<file path="src/hdl/i2cm_pkg.sv">
// ----------------------------------------------------------------------------
// i2cm_pkg
// Shared types and constants for the I2C master bit engine.
// ----------------------------------------------------------------------------
package i2cm_pkg;

  // opcodes, also used as the active command code (OP_TICK doubles as idle)
  localparam logic [2:0] OP_TICK  = 3'd0;
  localparam logic [2:0] OP_START = 3'd1;
  localparam logic [2:0] OP_STOP  = 3'd2;
  localparam logic [2:0] OP_WRITE = 3'd3;
  localparam logic [2:0] OP_READ  = 3'd4;
  localparam logic [2:0] OP_SACK  = 3'd5;
  localparam logic [2:0] OP_RACK  = 3'd6;
  // spare opcode: behaves as a plain tick
  localparam logic [2:0] OP_SPARE = 3'd7;

  localparam logic [15:0] SETTLE_RESET = 16'd10;

  // configuration register indexes
  localparam logic REG_SETTLE = 1'b0;

  // one queued word: command already classified by the front end
  typedef struct packed {
    logic [2:0] cmd;          // OP_TICK when the opcode starts nothing
    logic [7:0] data_byte;
    logic       ack_to_send;
    logic       sda_in;
  } q_entry_t;

  // push request from front end to queue
  typedef struct packed {
    logic     push;
    q_entry_t entry;
  } q_push_t;

  // queue head as seen by the back end
  typedef struct packed {
    logic     valid;
    q_entry_t entry;
  } q_head_t;

  typedef struct packed {
    logic       rejected;
    logic       ack_received;
    logic [7:0] read_byte;
    logic       done_res;
    logic       busy_res;
    logic       sda_out;
    logic       scl_out;
  } result_t;

  // number of steps (pin writes and SDA samples) per command
  function automatic logic [4:0] seq_len(input logic [2:0] cmd);
    logic [4:0] len;
    unique case (cmd)
      OP_START: len = 5'd4;
      OP_STOP:  len = 5'd3;
      OP_WRITE: len = 5'd24;
      OP_READ:  len = 5'd25;
      OP_SACK:  len = 5'd3;
      OP_RACK:  len = 5'd4;
      default:  len = 5'd0;
    endcase
    return len;
  endfunction

endpackage

</file>
<file path="src/hdl/i2cm_front.sv">
// ----------------------------------------------------------------------------
// i2cm_front
// Input side: accepts words and classifies the opcode into a command code.
// ----------------------------------------------------------------------------
module i2cm_front (
  input  logic              in_tvalid,
  output logic              in_tready,
  input  logic [2:0]        in_tuser,
  input  logic [15:0]       in_tdata,
  input  logic              q_full,
  output i2cm_pkg::q_push_t q_push
);

  logic is_cmd;

  // opcode seven and zero start nothing
  assign is_cmd    = (in_tuser != i2cm_pkg::OP_TICK) && (in_tuser != i2cm_pkg::OP_SPARE);
  assign in_tready = !q_full;

  always_comb begin
    q_push.push              = in_tvalid && !q_full;
    q_push.entry.cmd         = is_cmd ? in_tuser : i2cm_pkg::OP_TICK;
    q_push.entry.data_byte   = in_tdata[7:0];
    q_push.entry.ack_to_send = in_tdata[8];
    q_push.entry.sda_in      = in_tdata[9];
  end

endmodule

</file>
<file path="src/hdl/i2cm_queue.sv">
// ----------------------------------------------------------------------------
// i2cm_queue
// Short register FIFO between front end and back end.
// ----------------------------------------------------------------------------
module i2cm_queue #(
  parameter int DEPTH = 2
) (
  input  logic              clk,
  input  logic              rst_n,
  input  i2cm_pkg::q_push_t q_push,
  input  logic              pop,
  output logic              full,
  output i2cm_pkg::q_head_t head
);

  localparam int PW = (DEPTH > 1) ? $clog2(DEPTH) : 1;
  localparam int CW = $clog2(DEPTH + 1);
  localparam logic [PW-1:0] LAST_PTR = PW'(DEPTH - 1);
  localparam logic [CW-1:0] FULL_CNT = CW'(DEPTH);

  i2cm_pkg::q_entry_t mem_r [DEPTH];
  logic [PW-1:0] wptr_r, wptr_nxt, rptr_r, rptr_nxt;
  logic [CW-1:0] cnt_r, cnt_nxt;
  logic          do_push, do_pop;

  assign full       = (cnt_r == FULL_CNT);
  assign do_push    = q_push.push && !full;
  assign do_pop     = pop && (cnt_r != '0);
  assign head.valid = (cnt_r != '0);
  assign head.entry = mem_r[rptr_r];

  always_comb begin
    wptr_nxt = wptr_r;
    rptr_nxt = rptr_r;
    cnt_nxt  = cnt_r;
    if (do_push) wptr_nxt = (wptr_r == LAST_PTR) ? '0 : wptr_r + 1'b1;
    if (do_pop)  rptr_nxt = (rptr_r == LAST_PTR) ? '0 : rptr_r + 1'b1;
    if (do_push && !do_pop) cnt_nxt = cnt_r + 1'b1;
    else if (!do_push && do_pop) cnt_nxt = cnt_r - 1'b1;
  end

  always_ff @(posedge clk) begin
    if (!rst_n) begin
      wptr_r <= '0;
      rptr_r <= '0;
      cnt_r  <= '0;
    end else begin
      wptr_r <= wptr_nxt;
      rptr_r <= rptr_nxt;
      cnt_r  <= cnt_nxt;
    end
  end

  always_ff @(posedge clk) begin
    if (do_push) mem_r[wptr_r] <= q_push.entry;
  end

endmodule

</file>
<file path="src/hdl/i2cm_back.sv">
// ----------------------------------------------------------------------------
// i2cm_back
// Bit sequencer: runs one tick per word and registers the result word.
// ----------------------------------------------------------------------------
module i2cm_back (
  input  logic              clk,
  input  logic              rst_n,
  input  logic [15:0]       settle_ticks,
  input  i2cm_pkg::q_head_t head,
  output logic              pop,
  output logic              out_tvalid,
  input  logic              out_tready,
  output i2cm_pkg::result_t out_res
);

  logic [2:0]  act_r, act_nxt;
  logic [4:0]  step_r, step_nxt;
  logic [1:0]  phase_r, phase_nxt;
  logic [7:0]  shift_r, shift_nxt;
  logic [15:0] settle_r, settle_nxt;
  logic        scl_r, scl_nxt, sda_r, sda_nxt, ack_r, ack_nxt;
  logic [7:0]  last_read_r, last_read_nxt;
  logic        rej, done;
  logic [4:0]  len;
  logic        out_valid_r, out_valid_nxt;
  i2cm_pkg::result_t res_r, res_nxt;

  assign pop        = head.valid && (!out_valid_r || out_tready);
  assign out_tvalid = out_valid_r;
  assign out_res    = res_r;

  always_comb begin
    act_nxt       = act_r;
    step_nxt      = step_r;
    phase_nxt     = phase_r;
    shift_nxt     = shift_r;
    settle_nxt    = settle_r;
    scl_nxt       = scl_r;
    sda_nxt       = sda_r;
    ack_nxt       = ack_r;
    last_read_nxt = last_read_r;
    rej           = 1'b0;
    done          = 1'b0;
    len           = '0;

    if (head.entry.cmd != i2cm_pkg::OP_TICK) begin
      if (act_r != i2cm_pkg::OP_TICK) begin
        rej = 1'b1;
      end else begin
        act_nxt    = head.entry.cmd;
        step_nxt   = '0;
        phase_nxt  = '0;
        settle_nxt = '0;
        if (head.entry.cmd == i2cm_pkg::OP_WRITE) shift_nxt = head.entry.data_byte;
        else if (head.entry.cmd == i2cm_pkg::OP_SACK) shift_nxt = {7'd0, head.entry.ack_to_send};
        else shift_nxt = '0;
      end
    end

    if (act_nxt != i2cm_pkg::OP_TICK) begin
      len = i2cm_pkg::seq_len(act_nxt);
      if (settle_nxt != '0) begin
        settle_nxt = settle_nxt - 1'b1;
      end else if (step_nxt < len) begin
        unique case (act_nxt)
          i2cm_pkg::OP_START: begin
            priority if (step_nxt == 5'd0) sda_nxt = 1'b1;
            else if (step_nxt == 5'd1) scl_nxt = 1'b1;
            else if (step_nxt == 5'd2) sda_nxt = 1'b0;
            else scl_nxt = 1'b0;
          end
          i2cm_pkg::OP_STOP: begin
            priority if (step_nxt == 5'd0) sda_nxt = 1'b0;
            else if (step_nxt == 5'd1) scl_nxt = 1'b1;
            else sda_nxt = 1'b1;
          end
          i2cm_pkg::OP_WRITE: begin
            priority if (phase_nxt == 2'd0) begin
              sda_nxt   = shift_nxt[7];
              shift_nxt = {shift_nxt[6:0], 1'b0};
            end else if (phase_nxt == 2'd1) begin
              scl_nxt = 1'b1;
            end else begin
              scl_nxt = 1'b0;
            end
            phase_nxt = (phase_nxt == 2'd2) ? 2'd0 : phase_nxt + 2'd1;
          end
          i2cm_pkg::OP_READ: begin
            if (step_nxt == 5'd0) begin
              sda_nxt = 1'b1;
            end else begin
              priority if (phase_nxt == 2'd0) scl_nxt = 1'b1;
              else if (phase_nxt == 2'd1) shift_nxt = {shift_nxt[6:0], head.entry.sda_in};
              else scl_nxt = 1'b0;
              phase_nxt = (phase_nxt == 2'd2) ? 2'd0 : phase_nxt + 2'd1;
            end
          end
          i2cm_pkg::OP_SACK: begin
            priority if (step_nxt == 5'd0) sda_nxt = shift_nxt[0];
            else if (step_nxt == 5'd1) scl_nxt = 1'b1;
            else scl_nxt = 1'b0;
          end
          i2cm_pkg::OP_RACK: begin
            priority if (step_nxt == 5'd0) sda_nxt = 1'b1;
            else if (step_nxt == 5'd1) scl_nxt = 1'b1;
            else if (step_nxt == 5'd2) ack_nxt = head.entry.sda_in;
            else scl_nxt = 1'b0;
          end
          default: ;
        endcase
        step_nxt   = step_nxt + 5'd1;
        settle_nxt = settle_ticks;
      end
      if ((step_nxt >= len) && (settle_nxt == '0)) begin
        if (act_nxt == i2cm_pkg::OP_READ) last_read_nxt = shift_nxt;
        done     = 1'b1;
        act_nxt  = i2cm_pkg::OP_TICK;
        step_nxt = '0;
      end
    end

    res_nxt.scl_out      = scl_nxt;
    res_nxt.sda_out      = sda_nxt;
    res_nxt.busy_res     = (act_nxt != i2cm_pkg::OP_TICK);
    res_nxt.done_res     = done;
    res_nxt.read_byte    = last_read_nxt;
    res_nxt.ack_received = ack_nxt;
    res_nxt.rejected     = rej;

    out_valid_nxt = pop ? 1'b1 : (out_tready ? 1'b0 : out_valid_r);
  end

  always_ff @(posedge clk) begin
    if (!rst_n) begin
      act_r       <= i2cm_pkg::OP_TICK;
      step_r      <= '0;
      phase_r     <= '0;
      shift_r     <= '0;
      settle_r    <= '0;
      scl_r       <= 1'b1;
      sda_r       <= 1'b1;
      ack_r       <= 1'b1;
      last_read_r <= '0;
      out_valid_r <= 1'b0;
    end else begin
      out_valid_r <= out_valid_nxt;
      if (pop) begin
        act_r       <= act_nxt;
        step_r      <= step_nxt;
        phase_r     <= phase_nxt;
        shift_r     <= shift_nxt;
        settle_r    <= settle_nxt;
        scl_r       <= scl_nxt;
        sda_r       <= sda_nxt;
        ack_r       <= ack_nxt;
        last_read_r <= last_read_nxt;
      end
    end
  end

  always_ff @(posedge clk) begin
    if (pop) res_r <= res_nxt;
  end

  a_idle_clean: assert property (@(posedge clk) disable iff (!rst_n)
    (act_r == i2cm_pkg::OP_TICK) |-> (step_r == '0) && (settle_r == '0))
    else $error("idle sequencer holds a stale step or settle count");

  a_step_range: assert property (@(posedge clk) disable iff (!rst_n)
    step_r <= 5'd25)
    else $error("step index beyond longest action list");

  a_done_idle: assert property (@(posedge clk) disable iff (!rst_n)
    (out_valid_r && res_r.done_res) |-> !res_r.busy_res)
    else $error("done word still reports busy");

  a_reject: assert property (@(posedge clk) disable iff (!rst_n)
    (pop && (head.entry.cmd != i2cm_pkg::OP_TICK) && (act_r != i2cm_pkg::OP_TICK))
      |=> (out_valid_r && res_r.rejected))
    else $error("command during busy not flagged as rejected");

endmodule

</file>
<file path="src/hdl/i2c_master_bit_engine.sv">
// ----------------------------------------------------------------------------
// i2c_master_bit_engine
// Path: an input word accepted on in_ is written into the queue, then popped
// into the registered result word, which drives out_.
// Throughput: one word per cycle while out_ accepts; one tick per popped word.
// Result register and the queue let either side stall on its own.
// Reset: synchronous, active low; lines released, settle_ticks back to 10,
// queue and output register emptied.
// ----------------------------------------------------------------------------
// Open-drain I2C bit sequencer. Every input word is one tick, optionally
// carrying a command (start, stop, write byte, read byte, send ack, receive
// ack). Each pin write or SDA sample is followed by settle_ticks idle ticks.
// A command that arrives while one is running is flagged and dropped.
// ----------------------------------------------------------------------------
module i2c_master_bit_engine #(
  parameter int QUEUE_DEPTH = 2
) (
  input  logic        clk,
  input  logic        rst_n,
  // input stream
  input  logic        in_tvalid,
  output logic        in_tready,
  input  logic [2:0]  in_tuser,     // [2:0] opcode
  input  logic [15:0] in_tdata,     // [7:0] data_byte, [8] ack_to_send, [9] sda_in
  // result stream
  output logic        out_tvalid,
  input  logic        out_tready,
  output logic [15:0] out_tdata,    // [0] scl_out, [1] sda_out, [2] busy_res,
                                    // [3] done_res, [11:4] read_byte,
                                    // [12] ack_received, [13] rejected
  // configuration port
  input  logic        cfg_psel,
  input  logic        cfg_penable,
  input  logic        cfg_pwrite,
  input  logic [2:0]  cfg_paddr,
  input  logic [31:0] cfg_pwdata,
  output logic [31:0] cfg_prdata,
  output logic        cfg_pready
);

  i2cm_pkg::q_push_t q_push;
  i2cm_pkg::q_head_t q_head;
  i2cm_pkg::result_t res;
  logic              q_full;
  logic              q_pop;
  logic [15:0]       settle_ticks_r, settle_ticks_nxt;
  logic              cfg_wr;

  // APB: always ready, write lands on the access cycle
  assign cfg_pready = 1'b1;
  assign cfg_wr     = cfg_psel && cfg_penable && cfg_pwrite && cfg_pready;

  always_comb begin
    settle_ticks_nxt = settle_ticks_r;
    if (cfg_wr && (cfg_paddr[2] == i2cm_pkg::REG_SETTLE)) settle_ticks_nxt = cfg_pwdata[15:0];
  end

  always_ff @(posedge clk) begin
    if (!rst_n) begin
      settle_ticks_r <= i2cm_pkg::SETTLE_RESET;
    end else begin
      settle_ticks_r <= settle_ticks_nxt;
    end
  end

  // read back; addresses with paddr[2] clear return the single register, the rest zero
  assign cfg_prdata = (cfg_paddr[2] == i2cm_pkg::REG_SETTLE) ? {16'd0, settle_ticks_r} : 32'd0;

  // front end: accept and classify
  i2cm_front u_front (
    .in_tvalid (in_tvalid),
    .in_tready (in_tready),
    .in_tuser  (in_tuser),
    .in_tdata  (in_tdata),
    .q_full    (q_full),
    .q_push    (q_push)
  );

  // decoupling queue
  i2cm_queue #(
    .DEPTH (QUEUE_DEPTH)
  ) u_queue (
    .clk    (clk),
    .rst_n  (rst_n),
    .q_push (q_push),
    .pop    (q_pop),
    .full   (q_full),
    .head   (q_head)
  );

  // back end: advance the bit sequence, hold the result word
  i2cm_back u_back (
    .clk          (clk),
    .rst_n        (rst_n),
    .settle_ticks (settle_ticks_r),
    .head         (q_head),
    .pop          (q_pop),
    .out_tvalid   (out_tvalid),
    .out_tready   (out_tready),
    .out_res      (res)
  );

  assign out_tdata = {2'b00, res.rejected, res.ack_received, res.read_byte,
                      res.done_res, res.busy_res, res.sda_out, res.scl_out};

endmodule
</file>
<file path="config.mk">
export PLATFORM = sky130hd
export DESIGN_NAME = i2c_master_bit_engine
export DESIGN_NICKNAME = d
export VERILOG_FILES = /design/src/hdl/i2cm_pkg.sv /design/src/hdl/i2cm_front.sv /design/src/hdl/i2cm_queue.sv /design/src/hdl/i2cm_back.sv /design/src/hdl/i2c_master_bit_engine.sv
export SDC_FILE = /design/constraint.sdc
export NUM_CORES = 1
export LEC_CHECK = 0
export BUFFER_PORTS_ARGS = -buffer_cell sky130_fd_sc_hd__buf_2
export CORE_UTILIZATION = 34
export DETAILED_ROUTE_END_ITERATION = 7
export GPL_ROUTABILITY_DRIVEN = 0
export HOLD_SLACK_MARGIN = 0.05
export PLACE_DENSITY = 0.63
export SKIP_CTS_REPAIR_TIMING = 1
export SYNTH_ARGS = -nofsm -noshare
export SYNTH_HDL_FRONTEND = slang
export SYNTH_SLANG_ARGS = --single-unit
</file>
<file path="constraint.sdc">
create_clock -name clk -period 7.3 [get_ports clk]
set_input_delay 1.095 -clock clk [delete_from_list [all_inputs] [get_ports clk]]
set_output_delay 1.095 -clock clk [all_outputs]
set_load 0.005 [all_outputs]
</file>
# Word level (Yosys, flattened, before mapping)
# Memory sizes are Yosys's and may differ from the RTL's. A register that Yosys moved wholly into a read port is not among the register bits.
# Cells that the tools add are included.
[classes]
add_sub_neg = 7
bitwise = 1
muxes = 91
n_reduce_logical = 31
magnitude_cmp = 2
n_eq_ne = 14
[ops]
columns = ["op", "n"]
rows = [
  ["16-bit two-way mux", 7],
  ["8-bit two-way mux", 13],
  ["1-bit two-way mux", 44],
  ["5-bit two-way mux", 8],
  ["5-bit one-hot mux with 4 select lines", 1],
  ["2-bit two-way mux", 9],
  ["16-bit zero test", 1],
  ["8-bit one-hot mux with 2 select lines", 1],
  ["16-bit nonzero test", 1],
  ["16-bit by 1-bit subtractor with 16-bit output, second input constant", 1],
  ["3-bit two-way mux", 5],
  ["3-bit nonzero test", 5],
  ["3-bit equality test, second input constant", 4],
  ["1-bit logical AND", 11],
  ["1-bit one-hot mux with 5 select lines", 2],
  ["3-bit by 2-bit equality test with 1-bit output, second input constant", 3],
  ["2-bit nonzero test", 3],
  ["2-bit OR reduction", 3],
  ["5-bit by 1-bit adder with 5-bit output, second input constant", 1],
  ["5-bit by 1-bit equality test with 1-bit output, second input constant", 1],
  ["5-bit by 2-bit equality test with 1-bit output, second input constant", 1],
  ["5-bit >= comparator", 1],
  ["5-bit zero test", 1],
  ["5-bit < comparator", 1],
  ["other kinds (12)", 18],
]
[word_totals]
wordCells = 168
mem_count = 1
reg_bits = 80
inputBits = 61
out_inout_bits = 51
ram_bits = 26
[mem_list]
columns = ["name", "depth", "width", "read_ports", "rd_clocked_by_memory_dff", "wr", "line_no", "text"]
rows = [
  ["u_queue.mem_r", 2, 13, 1, 1, 1, "i2cm_queue.sv:21", "i2cm_pkg::q_entry_t mem_r [DEPTH];"],
]

# Logic depth before layout (Yosys ltp)
[logic_depth]
ltp_word = 16
mapped_depth = 30
depth_no_buf = 25

# Modules after synthesis
# A second synthesis with hierarchy kept.
[unflattened]
cells_unflattened = 759
hier_area_um2 = 6671.4
[modules_own_cells]
columns = ["module", "seq_area_each_um2", "area_each_um2", "instances", "cells_each"]
rows = [
  ["i2cm_back", 1341.3, 4463.0, 1, 571],
  ["i2cm_queue", 880.8, 1168.6, 1, 65],
  ["i2c_master_bit_engine", 320.3, 932.1, 1, 108],
  ["i2cm_front", 0.0, 107.6, 1, 15],
]

# Worst setup path before layout
# OpenSTA, ideal clock, no wires.
[synth_path]
path_kind = "register to register"
from = "register (tool-made name)"
to = "register u_back.res_r (netlist bit u_back.out_res[11]) (data pin)"
setup_slack_ns = 1.975
required_time_ns = 7.047
path_stages_with_launch = 27
setup_ns = 0.253
arrival_time_ns = 5.073
synth_period_minus_slack_ns = 5.325
path_buffers = 4
path_cell_list = "dfxtp_1 -> buf_2 -> buf_1 -> mux2i_1 -> nor2_1 -> nor2_1 -> ha_1 -> and2_1 -> nor3_1 -> or2_2 -> ha_1 -> a21oi_1 -> o21ai_0 -> a21o_1 -> nor2_1 -> buf_2 -> nand2_1 -> xnor2_1 -> ha_1 -> nor2b_1 -> o21ai_0 -> a211o_1 -> nor4_2 -> nand4_1 -> buf_6 -> nand2_1 -> nand2_1"
[synth_lines]
columns = ["element", "line_no", "text"]
rows = [
  ["end signal: assignment", "i2cm_back.sv:162", "if (pop) res_r <= res_nxt;"],
  ["end: declaration", "i2cm_back.sv:26", "i2cm_pkg::result_t res_r, res_nxt;"],
]

==> flow_metrics.tcl <==
set metrics [dict create \
    end_kind "flip-flop" \
    final_common_cell "nand2_1" \
    yosysSeqAreaShare_pct 38.8 \
    met2_length_um 7370 \
    grt_pass1_wl_um 27300 \
    setup_viol 0 \
    max_stage_delay_ns 0.47 \
    final_net_count 904 \
    fin_skew_ns 0.00694 \
    cts_buffers 9 \
    peakVddDrop_v 0.000446 \
    dpl.hpwl_um 11500 \
    p_sw_share_pct 50.7 \
    status "completed" \
    hold_class "flip-flop to flip-flop" \
    wl_um 16600 \
    rsz0062_at_grt "false" \
    cts_root_buf "clkbuf_16" \
    firstDrtPassIters 4 \
    power_w 0.00410 \
    synth_compound_area_share_pct 19.7 \
    cp_max_fo 9 \
    p_int_w 0.00202 \
    synth-simple-area-share_pct 25.8 \
    synthMuxAreaShare_pct 3.42 \
    worstPathArrival_ns 6.09 \
    power.share.clock_pct 13.8 \
    clkLatencyLatePin_ns 0.36 \
    drive_gt1_share_pct 16.0 \
    cts_tree "done" \
    crit_chain "mux2_2 > a21oi_1 > inv_1 > ha_1 > inv_1 > nor2_1 > nor2_1 > ha_1 > a21oi_1 > o21ai_0 > a21o_1 > nor2_1 > buf_4 > nand2_1 > xnor2_1 > ha_1 > nor2b_1 > o21ai_0 > a211o_1 > nor4_2 > nand4_1 > nor2_1 > a31oi_1" \
    power.density_nw_per_um2 558 \
    top_layer "met4" \
    finalHoldViolations 0 \
    wl_met3_um 830 \
    clk_pin_slew_ns 0.08 \
    synth_cell_types 76 \
    viasPerCell 5.30 \
    num-fill-cells 1923 \
    grt_pass1_vias 5251 \
    p_switching_w 0.00208 \
    fin_setup_tns_ns 0 \
    placementRows 50 \
    first_iter_violations 492 \
    synth_edf_count 40 \
    grt_start_max_net_pins 56 \
    portBuffers 68 \
    clock_sinks 107 \
    wl_met1_um 8230 \
    max_freq_mhz 166 \
    n_antenna_cell 0 \
    criticalPathCategory "flip-flop to flip-flop" \
    track_usage_pct 17.1 \
    cap_violations 0 \
    wl_per_cell_um 15.3 \
    leakagePower_nw 2.77 \
    htree_levels 3 \
    die_w_um 141 \
    dieArea_um2 19800 \
    ctsLongestPathBuffers 2 \
    ioPinCount 112 \
    worst_slew_pin_slew_ns 1.10 \
    vias 5772 \
    required_ns 7.37 \
    drcViolationCount 0 \
    seq_power_share_pct 22.1 \
    crit_top_cell "nor2_1" \
    synth-seq-cells 107 \
    die_h_um 141 \
    finalCritPeriodShare_pct 82.4 \
    syn_to_final_growth_pct 11.9 \
    antenna_found_initial 0 \
    drv_slew 0 \
    cp-start-kind "flip-flop" \
    rrSetupSlack_ns 1.28 \
    synthCells 785 \
    synth-warning-count 0 \
    synthFlopType "dfxtp_1" \
    drtAntennaViolNets 0 \
    layout_min_cycle_time_ns 6.02 \
    core_um2 18800 \
    syn_area_per_cell_um2 8.35 \
    final_cell_mix "116 x nand2_1, 68 x buf_2, 67 x dfxtp_1, 65 x nor2_1, 61 x a21oi_1" \
    syn-cell-area_um2 6560 \
    start_util_pct 34.8 \
    synth_top_family_by_area "simple AND/OR/NAND/NOR gates" \
    synth-xor-area-share_pct 1.87 \
    async_flop_share_pct 0 \
    p_comb_share_pct 64.1 \
    synth-adder-area-share_pct 3.63 \
    maxSlewHeadroom_pct 26.6 \
    grt.overflow.total 0 \
    cpMaxStageDelayCell "edfxtp_1" \
]
-- cells in the mapped netlist, types with 7 or more instances --
master | count | area, um^2
nand2_1 | 116 | 435
dfxtp_1 | 67 | 1340
nor2_1 | 65 | 244
a21oi_1 | 61 | 305
edfxtp_1 | 40 | 1200
o21ai_0 | 39 | 195
nor3_1 | 38 | 190
clkbuf_1 | 30 | 113
nand3_1 | 29 | 145
buf_4 | 23 | 173
ha_1 | 19 | 238
nor2b_1 | 18 | 113
inv_1 | 11 | 41.3
mux2_2 | 11 | 124
a31oi_1 | 10 | 62.6
buf_2 | 10 | 50.1
mux2i_1 | 10 | 100
nor4_1 | 10 | 62.6
o211ai_1 | 9 | 67.6
xnor2_1 | 9 | 78.8
a21o_1 | 8 | 60.1
nand2b_1 | 8 | 50.1
nand4_1 | 8 | 50.1
a221oi_1 | 7 | 61.3
o21ai_1 | 7 | 35.0
o31ai_1 | 7 | 52.6
-- cell families (layout without fill, tap and decap cells) --
logic type	Yosys count	count (layout)
compound gates	201	201
buf+inv	83	110
mux	21	21
other cells	2	19
flops	107	107
simple gates	338	338
xor+xnor	14	14
fa+ha+maj	19	19
-- flip-flops by register name (all words and copies together) (netlist names), named ones only --
| name | cells |
|---|---|
| u_queue.mem_r | 26 |
| settle_ticks_r | 16 |
| u_back.settle_r | 16 |
| u_back.out_res | 14 |
| u_back.last_read_r | 8 |
| u_back.shift_r | 8 |
| u_back.step_r | 5 |
| u_back.act_r | 3 |
| u_back.phase_r | 2 |
| u_queue.cnt_r | 2 |
| u_back.ack_r | 1 |
| u_back.out_tvalid | 1 |
| u_back.scl_r | 1 |
| u_back.sda_r | 1 |
| u_queue.rptr_r | 1 |
| u_queue.wptr_r | 1 |
-- critical path: cells and delay by family (launching register included) --
family                     cells  cell delay [ns]
and+or+nand+nor                8             1.98
AOI/OAI and AO/OA              7             1.49
adders and majority gates      3             0.86
DFF                            1             0.47
buffers and inverters          3             0.44
muxes                          1             0.32
xor gates and xnor gates       1             0.15
-- path summary, 6_finish.rpt --
| check | to | cells after the start | from |
|---|---|---|---|
| worst max register to register | u_back.out_res[2] | 23 | u_queue.mem_r[1][10] |
| worst max-delay path | u_back.out_res[2] | 23 | u_queue.mem_r[1][10] |
| worst min-delay path | u_back.ack_r | 2 | u_back.ack_r |
| worst min register to register | u_back.ack_r | 2 | u_back.ack_r |
-- power groups by stage --
| stage | Combinational (W) | Sequential [W] | Clock [W] |
|---|---|---|---|
| 5_1_grt | 0.00290 | 0.000926 | 0.000592 |
| 4_1_cts | 0.00260 | 0.000903 | 0.000571 |
| 6_report | 0.00263 | 0.000906 | 0.000564 |
| 2_1_floorplan | 0.00198 | 0.000879 | 0 |
| 3_5_place_dp | 0.00258 | 0.000915 | 0 |
| 3_3_place_gp | 0.00257 | 0.000912 | 0 |
-- per-layer routing --
layer  global-route usage (%)  vias to the layer above
met2                     26.4                      172
met3                     2.45                       12
met5                        0                        -
li1                         -                     2892
met1                     24.9                     2696
met4                     4.12                        0
-- area by class of cell --
| cell class | instances | area, um^2 | share of cell area, % |
|---|---|---|---|
| clock inverter | 7 | 119 | 1.62 |
| clock buffer | 9 | 225 | 3.07 |
| timing repair buffer | 81 | 438 | 5.97 |
| sequential | 107 | 2540 | 34.7 |
| inverter | 13 | 48.8 | 0.665 |
| tap | 260 | 325 | 4.43 |
| multi-input combinational | 612 | 3640 | 49.6 |
-- stage by stage --
stage                     util (%)  area, um^2  cells  hold WS (ns)  setup WS, ns
after floorplan                  -        6620    802         0.435          1.97
after global placement        37.1        6990   1073         0.443          1.45
after detailed placement      37.1        6990   1073         0.459          1.36
after CTS                     39.0        7340   1089         0.474          1.32
after global routing          39.0        7340   1089         0.488         0.787
final                         39.0        7340   1089         0.473          1.28
Power figures use the tool's default switching activity.
